## config.mk

```make
export PLATFORM = sky130hd
export DESIGN_NAME = lecuyer_shuffled_uniform_rng_unit
export DESIGN_NICKNAME = d
export VERILOG_FILES = /design/src/lsur_pkg.sv /design/src/lsur_ram.sv /design/src/lsur_modmul.sv /design/src/lecuyer_shuffled_uniform_rng_unit.sv
export SDC_FILE = /design/constraint.sdc
export NUM_CORES = 2
export LEC_CHECK = 0
export ABC_AREA = 0
export BUFFER_PORTS_ARGS = -buffer_cell sky130_fd_sc_hd__buf_4
export CORE_MARGIN = 3
export CORE_UTILIZATION = 35
export DETAILED_ROUTE_END_ITERATION = 7
export HOLD_SLACK_MARGIN = 0.08
export PLACE_DENSITY = 0.59
export SYNTH_ARGS = -nofsm -noshare
export SYNTH_HDL_FRONTEND = slang
export SYNTH_SLANG_ARGS = --single-unit
```

## constraint.sdc

```tcl
create_clock -name clk -period 10 [get_ports clk]
set_clock_uncertainty 0.05 [all_clocks]
set_input_delay 1.5 -clock clk [delete_from_list [all_inputs] [get_ports clk]]
set_output_delay 1.5 -clock clk [all_outputs]
set_load 0.03 [all_outputs]
```

## src/lsur_pkg.sv

```systemverilog
// ============================================================================
// lsur_pkg
// Shared constants for the shuffled combined uniform generator: word widths,
// moduli, multipliers and stream field codes.
// ============================================================================
package lsur_pkg;

    // word widths
    localparam int WORD_W  = 31;
    localparam int TDATA_W = 32;

    // generator one: x * 40014 mod (2^31 - 85)
    localparam longint IM1  = 64'd2147483563;
    localparam int     IA1  = 40014;
    localparam int     OFF1 = 85;

    // generator two: x * 40692 mod (2^31 - 249)
    localparam longint IM2  = 64'd2147483399;
    localparam int     IA2  = 40692;
    localparam int     OFF2 = 249;

    // output wrap value
    localparam longint IMM1 = IM1 - 64'd1;

    // extra generator-one steps before the table is kept on reseed
    localparam int WARMUP = 8;

    // fixed-point shift for the slot reciprocal
    localparam int SLOT_SHIFT = 37;

    // function codes carried on tuser
    localparam logic FUNC_DRAW   = 1'b0;
    localparam logic FUNC_RESEED = 1'b1;

endpackage

```

## src/lsur_ram.sv

```systemverilog
// ============================================================================
// lsur_ram
// Generic single-port-write, single-port-read RAM with registered read data.
// ============================================================================
module lsur_ram #(
    parameter int WIDTH = 31,
    parameter int DEPTH = 32
) (
    input  logic                     clk,
    input  logic                     we,
    input  logic [$clog2(DEPTH)-1:0] waddr,
    input  logic [WIDTH-1:0]         wdata,
    input  logic                     re,
    input  logic [$clog2(DEPTH)-1:0] raddr,
    output logic [WIDTH-1:0]         rdata
);

    logic [WIDTH-1:0] mem [DEPTH];

    // write port and registered read port
    always_ff @(posedge clk)
    begin
        if (we)
        begin
            mem[waddr] <= wdata;
        end
        if (re)
        begin
            rdata <= mem[raddr];
        end
    end

endmodule

```

## src/lsur_modmul.sv

```systemverilog
// ============================================================================
// lsur_modmul
// Constant multiply modulo (2^31 - OFFSET). The product is registered; the
// reduction folds the high part twice and does one final subtract.
// ============================================================================
module lsur_modmul #(
    parameter int MULT   = 40014,
    parameter int OFFSET = 85
) (
    input  logic                       clk,
    input  logic                       load,
    input  logic [lsur_pkg::WORD_W-1:0] x,
    output logic [lsur_pkg::WORD_W-1:0] y
);
    import lsur_pkg::*;

    localparam int MULT_W = $clog2(MULT + 1);
    localparam int OFF_W  = $clog2(OFFSET + 1);
    localparam int PROD_W = WORD_W + MULT_W;
    localparam int FOLD_W = MULT_W + OFF_W;

    localparam logic [MULT_W-1:0] MULT_V = MULT_W'(MULT);
    localparam logic [OFF_W-1:0]  OFF_V  = OFF_W'(OFFSET);
    localparam logic [WORD_W-1:0] MOD_V  = WORD_W'((longint'(1) << WORD_W) - OFFSET);

    logic [PROD_W-1:0]  prod_reg;
    logic [MULT_W-1:0]  hi;
    logic [FOLD_W-1:0]  fold;
    logic [WORD_W:0]    sum_one;
    logic [WORD_W-1:0]  sum_two;

    // product stage
    always_ff @(posedge clk)
    begin
        if (load)
        begin
            prod_reg <= PROD_W'(x) * PROD_W'(MULT_V);
        end
    end

    // 2^31 is congruent to OFFSET: fold the high part in twice
    always_comb
    begin
        hi      = prod_reg[PROD_W-1:WORD_W];
        fold    = FOLD_W'(hi) * FOLD_W'(OFF_V);
        sum_one = (WORD_W+1)'(prod_reg[WORD_W-1:0]) + (WORD_W+1)'(fold);
        sum_two = sum_one[WORD_W-1:0] + (sum_one[WORD_W] ? WORD_W'(OFF_V) : '0);
        y       = (sum_two >= MOD_V) ? (sum_two - MOD_V) : sum_two;
    end

endmodule

```

## src/lecuyer_shuffled_uniform_rng_unit.sv

```systemverilog
// ============================================================================
// lecuyer_shuffled_uniform_rng_unit
// Steps: a draw word passes the multiply, reduce, table read and table write
// steps; a reseed word first runs TABLE_DEPTH + 8 generator-one steps through
// the multiply/reduce unit, then makes one draw.
// One word is handled at a time; the next word is taken in the write step,
// which waits while the output register still holds an untaken result.
// Reset: generators go to 1 and 123456789, last output to 0; per-entry valid
// flags make the shuffle table read as zero until written, no clearing pass.
// ============================================================================
module lecuyer_shuffled_uniform_rng_unit #(
    parameter int TABLE_DEPTH = 32
) (
    input  logic                         clk,
    input  logic                         rst_n,
    input  logic                         s_axis_tvalid,
    output logic                         s_axis_tready,
    input  logic [lsur_pkg::TDATA_W-1:0] s_axis_tdata,  // [30:0] seed, [31] zero pad
    input  logic                         s_axis_tuser,  // [0] func
    output logic                         m_axis_tvalid,
    input  logic                         m_axis_tready,
    output logic [lsur_pkg::TDATA_W-1:0] m_axis_tdata   // [30:0] value, [31] zero pad
);
    import lsur_pkg::*;

    localparam int SLOT_W = $clog2(TABLE_DEPTH);
    localparam int CNT_W  = $clog2(TABLE_DEPTH + WARMUP);
    localparam int QW     = SLOT_W + 1;

    localparam longint NDIV_L  = 64'd1 + IMM1 / TABLE_DEPTH;
    localparam longint RECIP_L = (longint'(1) << SLOT_SHIFT) / NDIV_L;
    localparam int     RECIP_W = $clog2(RECIP_L + 1);
    localparam int     QM_W    = WORD_W + RECIP_W;
    localparam int     QP_W    = WORD_W + QW;

    localparam logic [WORD_W-1:0]  NDIV_V    = WORD_W'(NDIV_L);
    localparam logic [RECIP_W-1:0] RECIP_V   = RECIP_W'(RECIP_L);
    localparam logic [WORD_W-1:0]  IMM1_V    = WORD_W'(IMM1);
    localparam logic [CNT_W-1:0]   CNT_START = CNT_W'(TABLE_DEPTH + WARMUP - 1);
    localparam logic [CNT_W-1:0]   CNT_DEPTH = CNT_W'(TABLE_DEPTH);
    localparam logic [QW-1:0]      SLOT_MAX  = QW'(TABLE_DEPTH - 1);

    typedef enum logic [6:0] {
        ST_IDLE     = 7'b0000001,
        ST_SEED_MUL = 7'b0000010,
        ST_SEED_RED = 7'b0000100,
        ST_MUL      = 7'b0001000,
        ST_RED      = 7'b0010000,
        ST_READ     = 7'b0100000,
        ST_WRITE    = 7'b1000000
    } state_t;

    state_t              state_reg, state_next;
    logic [WORD_W-1:0]   g1_reg, g1_next;
    logic [WORD_W-1:0]   g2_reg, g2_next;
    logic [WORD_W-1:0]   last_reg, last_next;
    logic [CNT_W-1:0]    cnt_reg, cnt_next;
    logic [QM_W-1:0]     qm_reg, qm_next;
    logic [SLOT_W-1:0]   slot_reg, slot_next;
    logic                vhit_reg, vhit_next;
    logic [TABLE_DEPTH-1:0] valid_reg, valid_next;
    logic                out_valid_reg, out_valid_next;
    logic [WORD_W-1:0]   out_data_reg, out_data_next;

    logic                accept;
    logic                out_free;
    logic [WORD_W-1:0]   seed_in;
    logic [WORD_W-1:0]   seed_start;
    logic [WORD_W-1:0]   res_one;
    logic [WORD_W-1:0]   res_two;
    logic                mm_one_load;
    logic                mm_two_load;

    logic [QM_W-1:0]     q_wide;
    logic [QW-1:0]       q_est;
    logic [QW-1:0]       q_fix;
    logic [QP_W-1:0]     q_prod;
    logic [QP_W-1:0]     q_rem;
    logic [SLOT_W-1:0]   slot_calc;

    logic [WORD_W-1:0]   entry;
    logic [WORD_W:0]     diff;
    logic [WORD_W:0]     mixed;
    logic [WORD_W-1:0]   draw_value;

    logic                ram_we;
    logic [SLOT_W-1:0]   ram_waddr;
    logic [WORD_W-1:0]   ram_wdata;
    logic                ram_re;
    logic [WORD_W-1:0]   ram_rdata;

    // stream handshake
    assign out_free      = !out_valid_reg || m_axis_tready;
    assign s_axis_tready = (state_reg == ST_IDLE) || ((state_reg == ST_WRITE) && out_free);
    assign accept        = s_axis_tvalid && s_axis_tready;
    assign m_axis_tvalid = out_valid_reg;
    assign m_axis_tdata  = TDATA_W'(out_data_reg);

    // seed of zero maps to one
    assign seed_in    = s_axis_tdata[WORD_W-1:0];
    assign seed_start = (seed_in == '0) ? WORD_W'(1) : seed_in;

    // modular multiply units
    assign mm_one_load = (state_reg == ST_SEED_MUL) || (state_reg == ST_MUL);
    assign mm_two_load = (state_reg == ST_MUL);

    lsur_modmul #(
        .MULT   (IA1),
        .OFFSET (OFF1)
    ) u_gen_one (
        .clk  (clk),
        .load (mm_one_load),
        .x    (g1_reg),
        .y    (res_one)
    );

    lsur_modmul #(
        .MULT   (IA2),
        .OFFSET (OFF2)
    ) u_gen_two (
        .clk  (clk),
        .load (mm_two_load),
        .x    (g2_reg),
        .y    (res_two)
    );

    // slot = last / NDIV: reciprocal estimate is exact or one low
    always_comb
    begin
        q_wide = qm_reg >> SLOT_SHIFT;
        q_est  = QW'(q_wide);
        q_prod = QP_W'(q_est) * QP_W'(NDIV_V);
        q_rem  = QP_W'(last_reg) - q_prod;
        q_fix  = (q_rem >= QP_W'(NDIV_V)) ? (q_est + QW'(1)) : q_est;
        slot_calc = (q_fix > SLOT_MAX) ? SLOT_W'(SLOT_MAX) : SLOT_W'(q_fix);
    end

    // table entry minus generator two, wrapped into 1..IM1-1
    always_comb
    begin
        entry = vhit_reg ? ram_rdata : '0;
        diff  = {1'b0, entry} - {1'b0, g2_reg};
        mixed = (diff[WORD_W] || (diff == '0)) ? (diff + {1'b0, IMM1_V}) : diff;
        draw_value = mixed[WORD_W-1:0];
    end

    // shuffle table
    lsur_ram #(
        .WIDTH (WORD_W),
        .DEPTH (TABLE_DEPTH)
    ) u_table (
        .clk   (clk),
        .we    (ram_we),
        .waddr (ram_waddr),
        .wdata (ram_wdata),
        .re    (ram_re),
        .raddr (slot_reg),
        .rdata (ram_rdata)
    );

    // sequencer; table accesses of one item are spaced so no two overlap
    always_comb
    begin
        state_next     = state_reg;
        g1_next        = g1_reg;
        g2_next        = g2_reg;
        last_next      = last_reg;
        cnt_next       = cnt_reg;
        qm_next        = qm_reg;
        slot_next      = slot_reg;
        vhit_next      = vhit_reg;
        valid_next     = valid_reg;
        out_valid_next = out_valid_reg;
        out_data_next  = out_data_reg;
        ram_we         = 1'b0;
        ram_waddr      = slot_reg;
        ram_wdata      = g1_reg;
        ram_re         = 1'b0;

        // result taken downstream
        if (out_valid_reg && m_axis_tready)
        begin
            out_valid_next = 1'b0;
        end

        case (state_reg)
            ST_IDLE:
            begin
            end
            ST_SEED_MUL:
            begin
                state_next = ST_SEED_RED;
            end
            ST_SEED_RED:
            begin
                g1_next = res_one;
                if (cnt_reg < CNT_DEPTH)
                begin
                    ram_we     = 1'b1;
                    ram_waddr  = cnt_reg[SLOT_W-1:0];
                    ram_wdata  = res_one;
                    valid_next[cnt_reg[SLOT_W-1:0]] = 1'b1;
                end
                if (cnt_reg == '0)
                begin
                    last_next  = res_one;
                    state_next = ST_MUL;
                end
                else
                begin
                    cnt_next   = cnt_reg - CNT_W'(1);
                    state_next = ST_SEED_MUL;
                end
            end
            ST_MUL:
            begin
                qm_next    = QM_W'(last_reg) * QM_W'(RECIP_V);
                state_next = ST_RED;
            end
            ST_RED:
            begin
                g1_next    = res_one;
                g2_next    = res_two;
                slot_next  = slot_calc;
                state_next = ST_READ;
            end
            ST_READ:
            begin
                ram_re     = 1'b1;
                vhit_next  = valid_reg[slot_reg];
                state_next = ST_WRITE;
            end
            ST_WRITE:
            begin
                if (out_free)
                begin
                    ram_we         = 1'b1;
                    valid_next[slot_reg] = 1'b1;
                    last_next      = draw_value;
                    out_data_next  = draw_value;
                    out_valid_next = 1'b1;
                    state_next     = ST_IDLE;
                end
            end
            default:
            begin
                state_next = ST_IDLE;
            end
        endcase

        // new word: idle, or overlapping the write step of the last one
        if (accept)
        begin
            if (s_axis_tuser == FUNC_RESEED)
            begin
                g1_next    = seed_start;
                g2_next    = seed_start;
                cnt_next   = CNT_START;
                state_next = ST_SEED_MUL;
            end
            else
            begin
                state_next = ST_MUL;
            end
        end
    end

    // control state
    always_ff @(posedge clk or negedge rst_n)
    begin
        if (!rst_n)
        begin
            state_reg     <= ST_IDLE;
            g1_reg        <= WORD_W'(1);
            g2_reg        <= WORD_W'(123456789);
            last_reg      <= '0;
            cnt_reg       <= '0;
            valid_reg     <= '0;
            out_valid_reg <= 1'b0;
        end
        else
        begin
            state_reg     <= state_next;
            g1_reg        <= g1_next;
            g2_reg        <= g2_next;
            last_reg      <= last_next;
            cnt_reg       <= cnt_next;
            valid_reg     <= valid_next;
            out_valid_reg <= out_valid_next;
        end
    end

    // datapath registers
    always_ff @(posedge clk)
    begin
        qm_reg       <= qm_next;
        slot_reg     <= slot_next;
        vhit_reg     <= vhit_next;
        out_data_reg <= out_data_next;
    end

endmodule

```

* Word-level counts from Yosys, hierarchy flattened *
Memories as Yosys holds them, arrays and structs flattened. A register that Yosys moved wholly into a read port is not among the register bits.
Cells that the tools add are included.
Widths: inputs -> output; s select.

word-level totals
  register bits after elaboration = 298
  memory bits (writable) = 992
  input bits = 37
  output and inout port bits = 34
  logic and storage cells = 120
  memories kept = 1

operators by class
  add/subtract/negate cells = 11
  $mul = 5
  order comparisons = 9
  equal/unequal tests = 12
  multiplexer cells = 48
  bitwise gates (word level) = 2
  reduce and logical (&&, ||, !) cells = 19

memory list
  memory       words  width  read ports  clocked after Yosys merged registers in  wr ports  line            text
  u_table.mem  32     31     1           1                                        1         lsur_ram.sv:18  logic [WIDTH-1:0] mem [DEPTH];

operators by type and width
  kind                    count
  $mux 31                 15
  $mux 32                 2
  $or 32x32->32           2
  $pmux 32 s2             1
  $sub 31x31->32          2
  $add 31x31->31          2
  $ge 31x31->1 const B    2
  $pmux 31 s2             1
  $sub 31x31->31 const B  2
  $pmux 7 s7              1
  $mul 31x15->46 const B  1
  $mul 31x14->45 const B  1
  $ge 37x26->1 const B    1
  $add 31x23->32          1
  $add 31x24->32          1
  $logic_not 32->1        1
  $add 31x31->31 const B  1
  $logic_not 31->1        1
  $mul 5x25->30 const B   1
  $mux 6                  5
  $mul 16x8->24 const B   1
  $mul 16x7->23 const B   1
  $mux 7                  3
  $lt 5x6->1 const B      2
  29 further kinds        55

* Longest topological paths before layout *
  depth in word-level cells = 9
  mapped depth = 33
  gate-level depth less buffers = 31

* By module *
A second synthesis with hierarchy kept.

second synthesis, totals
  cells, all modules = 6601
  area, all modules = 81291.7 µm²

by module, submodules not included
  module                             instances  cells an instance  area an instance (µm²)  sequential area each (µm²)
  lsur_ram                           1          2192               39474.1                 30719.5
  lsur_modmul at u_gen_two           1          1531               15150.8                 1351.3
  lecuyer_shuffled_uniform_rng_unit  1          1672               14441.4                 4737.0
  lsur_modmul at u_gen_one           1          1206               12225.5                 1381.3

* Least setup slack after synthesis *
OpenSTA, ideal clock, no wires.

  kind = register to register
  from = register u_gen_one.prod_reg[42]
  to = memory u_table.mem[0][6], data pin
  setup time = 467 ps
  data arrival time = 8678 ps
  data required time = 9483 ps
  path slack = 806 ps
  cell stages (with the launch flop) = 32
  buffers on the path = 2
  clock period less this slack = 9194 ps
  cells stage by stage = edfxtp_1 ha_1 inv_1 fa_1 inv_1 fa_1 inv_1 fa_1 inv_1 ha_1 buf_2 o21a_1 a21oi_1 a21bo_2 a21oi_1 o311a_1 nor2_1 nor3_1 ha_1 ha_1 a211o_1 a41oi_1 nor3_1 and4_1 buf_2 nand4_2 or4_1 a21oi_1 nor2_1 nor4b_4 mux2_2 o31ai_1

on the way
  longest elaborated chain between the ends = 8
  elaborated cells between the ends (all ways) = 9
  classes of those cells = add/sub: 3; mul: 1; order compare: 1; mux: 4

RTL lines
  item                                                   line                                      text
  from (decl)                                            lsur_modmul.sv:26                         logic [PROD_W-1:0] prod_reg;
  from (signal assigned)                                 lsur_modmul.sv:37                         prod_reg <= PROD_W'(x) * PROD_W'(MULT_V);
  $mul 16x7->23 *                                        lsur_modmul.sv:45                         fold = FOLD_W'(hi) * FOLD_W'(OFF_V);
  $add 31x23->32 *                                       lsur_modmul.sv:46                         sum_one = (WORD_W+1)'(prod_reg[WORD_W-1:0]) + (WORD_W+1)'(fold);
  $mux 7                                                 lsur_modmul.sv:47                         sum_two = sum_one[WORD_W-1:0] + (sum_one[WORD_W] ? WORD_W'(OFF_V) : '0);
  $add 31x31->31 *                                       lsur_modmul.sv:47
  $sub 31x31->31 / $ge 31x31->1 (equally long branches)  lsur_modmul.sv:48                         y = (sum_two >= MOD_V) ? (sum_two - MOD_V) : sum_two;
  $mux 31 *                                              lsur_modmul.sv:48
  $mux 31 *                                              lecuyer_shuffled_uniform_rng_unit.sv:197  if (cnt_reg < CNT_DEPTH)
  $mux 31 *                                              lecuyer_shuffled_uniform_rng_unit.sv:186  case (state_reg)
  via ram_wdata[6]                                       lecuyer_shuffled_uniform_rng_unit.sv:88   logic [WORD_W-1:0] ram_wdata;
  to (decl)                                              lsur_ram.sv:18

Mark *: on every way through the listed nets, which the timed path passes. The rest lies on a longest branch.

* Final worst setup path *
  from = register u_gen_one.prod_reg[32]
  to = memory u_table.mem[26][4], data pin

The elaborated chain is that of the path after synthesis.

==> run_results.csv <==
group,metric,value,unit
yosys,post_synth.cell_area_avg,13.2,um2
floorplanning,coreArea,226000,um2
route,ant_nets,0,
clock_tree,cts_tree,"built",
global_route,grt_first_pass_wirelength,340000,um
placement,globalplace.congestion,0.915,
min_path,hold_class,"flop to flop",
global_route,grt_pass1_vias,50995,
yosys,synthXorXnorAreaFrac,2.62,%
worst_setup_path,crit_fanout,13,
global_route,grt_antenna_before_repair,14,
placement,hpwl,158000,um
worst_setup_path,path_class,"flop to flop",
yosys,synth_flop_cell,"edfxtp_1",
finish,largest_register_ff_count,992,
yosys,synth_edf_count,1156,
yosys,synth_seq_area_share,47.9,%
sta,fin_setup_tns,0,ps
sta,setup_ws,616,ps
yosys,yosys.area_share.adder,20.3,%
yosys,yosysUniqueCellTypes,110,
floorplanning,ios,71,
clock_tree,h-tree-depth,4,
sta,rsz0062_at_grt,"no",
sta,tightest_slew,1400,ps
worst_setup_path,crit_buf_inv,3,
clock_tree,cts_sinks,1294,
floorplanning,die_h,483,um
global_route,grt_overflow,0,
worst_setup_path,crit_required,10470,ps
route,drcViolationCount,0,
route,drt_first_iter_violations,5293,
status,status,"complete, no violations",
sta,drv_slew,0,
worst_setup_path,path_delay_family,"adder cells",
yosys,postSynthRegisterBits,1294,
placement,place_inst,9045,
sta,hold-worst-slack,421,ps
worst_setup_path,worstPathArrival,9850,ps
yosys,async_flop_share,10.7,%
finish,syn2layout_area_growth,11.9,%
clock_tree,cts_made_buffers,138,
finish,mostFrequentLayoutCell,"edfxtp_1",
clock_tree,cts_root_buf,"clkbuf_16",
route,routed_wl,229000,um
sta,min_period_over_period,93.8,%
floorplanning,rows,174,
floorplanning,initial_utilization,35.3,%
sta,max_slew_margin,5.66,%
global_route,grt_start_max_net_pins,135,
yosys,synth-compound-area-share,9.45,%
worst_setup_path,startpoint_type,"flop",
finish,nets,7246,
job,max-cap-violations,0,
yosys,synth_warnings,0,
worst_setup_path,slowest_stage,"and4_1",
sta,period_needed,9380,ps
finish,finalNonFillerCells,9306,
yosys,synth_area,79800,um2
yosys,synthCells,6061,
clock_tree,clk_latency,790,ps
floorplanning,dieArea,234000,um2
sta,setup-violations-final,0,
route,drt_first_pass_iters,8,
route,vias_per_cell,5.55,
yosys,synth_top_family_by_area,"adder cells",
route,wl_per_cell,24.6,um
placement,portBuffers,68,
sta,timing.fmax,107,MHz
yosys,synthSimpleGateAreaFrac,7.33,%
yosys,synth_mux_area_share,7.65,%
global_route,grtUsageTotal,19.3,%
sta,hold_viol,0,
worst_setup_path,cp-end-kind,"flop",
finish,drive_gt1_share,12.8,%
clock_tree,cts_buffer_depth,3,
clock_tree,cts_setup_buffers,0,
clock_tree,cts.clk_slew.worst_paths,60,ps
yosys,synth_nets,7113,
floorplanning,die_x,483,um
worst_setup_path,crit_path_max_incr_delay,560,ps
finish,layout_common_cells,"1156 x edfxtp_1, 811 x inv_1, 551 x ha_1",
route,via_count,51625,
placement,place_ws,613,ps
==> metrics by stage <==
step                cell area (um2)  utilization [%]
floorplan                     79800                -
finish                        89300             39.5
global placement              84600             37.5
CTS                           89200             39.5
global route                  89300             39.5
detailed placement            84600             37.5
==> cell usage after synthesis, drive strengths merged (11+ instances only) <==
master   instances  area share (%)
o21bai          55            0.52
a31oi           80            0.65
inv            812             3.8
a21o           112             1.1
o31a            11            0.12
edfxtp        1156              44
or3             16            0.13
o211ai          36            0.34
nand4           68            0.55
and3            51            0.40
a2111oi         12            0.16
or2             18            0.14
nand3          126            0.81
nor3b           12            0.12
and4            19            0.21
nand2          266             1.3
mux4           256             7.2
xor2            90            0.99
o21a            30            0.28
o22ai           12           0.094
a311oi          13            0.15
nor3            91            0.57
nor2b           45            0.35
xnor2          149             1.6
ha             551             8.6
dfrtp          120             3.8
mux2i           24            0.30
nand2b          45            0.35
nor4            31            0.25
o31ai           18            0.18
fa             464              12
a221oi          25            0.35
nor2           231             1.1
and2            53            0.42
o21ai          174             1.1
a211o           18            0.20
dfstp           18            0.59
nand3b          17            0.16
a211oi          38            0.39
buf             55            0.30
clkbuf         140            0.66
a21oi          201             1.3
a22oi          139             1.3
==> worst paths after layout <==
kind,start,to,slack [ps],cells past startpoint
worst min-delay path,valid_reg[10]$_DFFE_PN0P_,valid_reg[10]$_DFFE_PN0P_,420,1
worst min register to register,valid_reg[10]$_DFFE_PN0P_,valid_reg[10]$_DFFE_PN0P_,420,1
worst max-delay path,u_gen_one.prod_reg[32]$_DFFE_PP_,u_table.mem[26][4]$_DFFE_PP_,620,28
max in group asynchronous,rst_n,g2_reg[29]$_DFF_PN0_,7700,2
worst max register to register,u_gen_one.prod_reg[32]$_DFFE_PP_,u_table.mem[26][4]$_DFFE_PP_,620,28
min in group asynchronous,rst_n,g1_reg[9]$_DFF_PN0_,650,1
==> metal layers <==
layer | routed length [um] | vias to the layer above | global-route usage, %
met5 | 7 | - | 0
met4 | 5710 | 2 | 4.77
met3 | 19300 | 273 | 3.44
met2 | 103000 | 2158 | 29.8
met1 | 101000 | 26612 | 28.2
li1 | - | 22580 | -
==> final cells by class <==
class / count / area, um2
fillers: 20982 / 136000
multi-input cells: 3759 / 38200
flip-flops and latches: 1294 / 38200
well taps: 2992 / 3740
clock buffers: 162 / 3560
inverters: 813 / 3050
repair buffers: 188 / 1460
clock inverters: 95 / 1050
diodes: 3 / 7.51
==> kinds of logic after synthesis <==
kind of cell | count (synthesis)
DFF | 1294
and+or+nand+nor | 1133
AOI/OAI and AO/OA | 1082
adders and majority gates | 1015
buffers and inverters | 1008
muxes | 289
xor gates and xnor gates | 239
other | 1
==> timing repair <==
item	CTS	global route
resized for setup	0	2
setup endpoints to repair	0	203
hold buffers	0	0
Power is left out: the tool's default activity adds up to more than one toggle a clock period on the data nets, which glitch-free logic cannot reach.
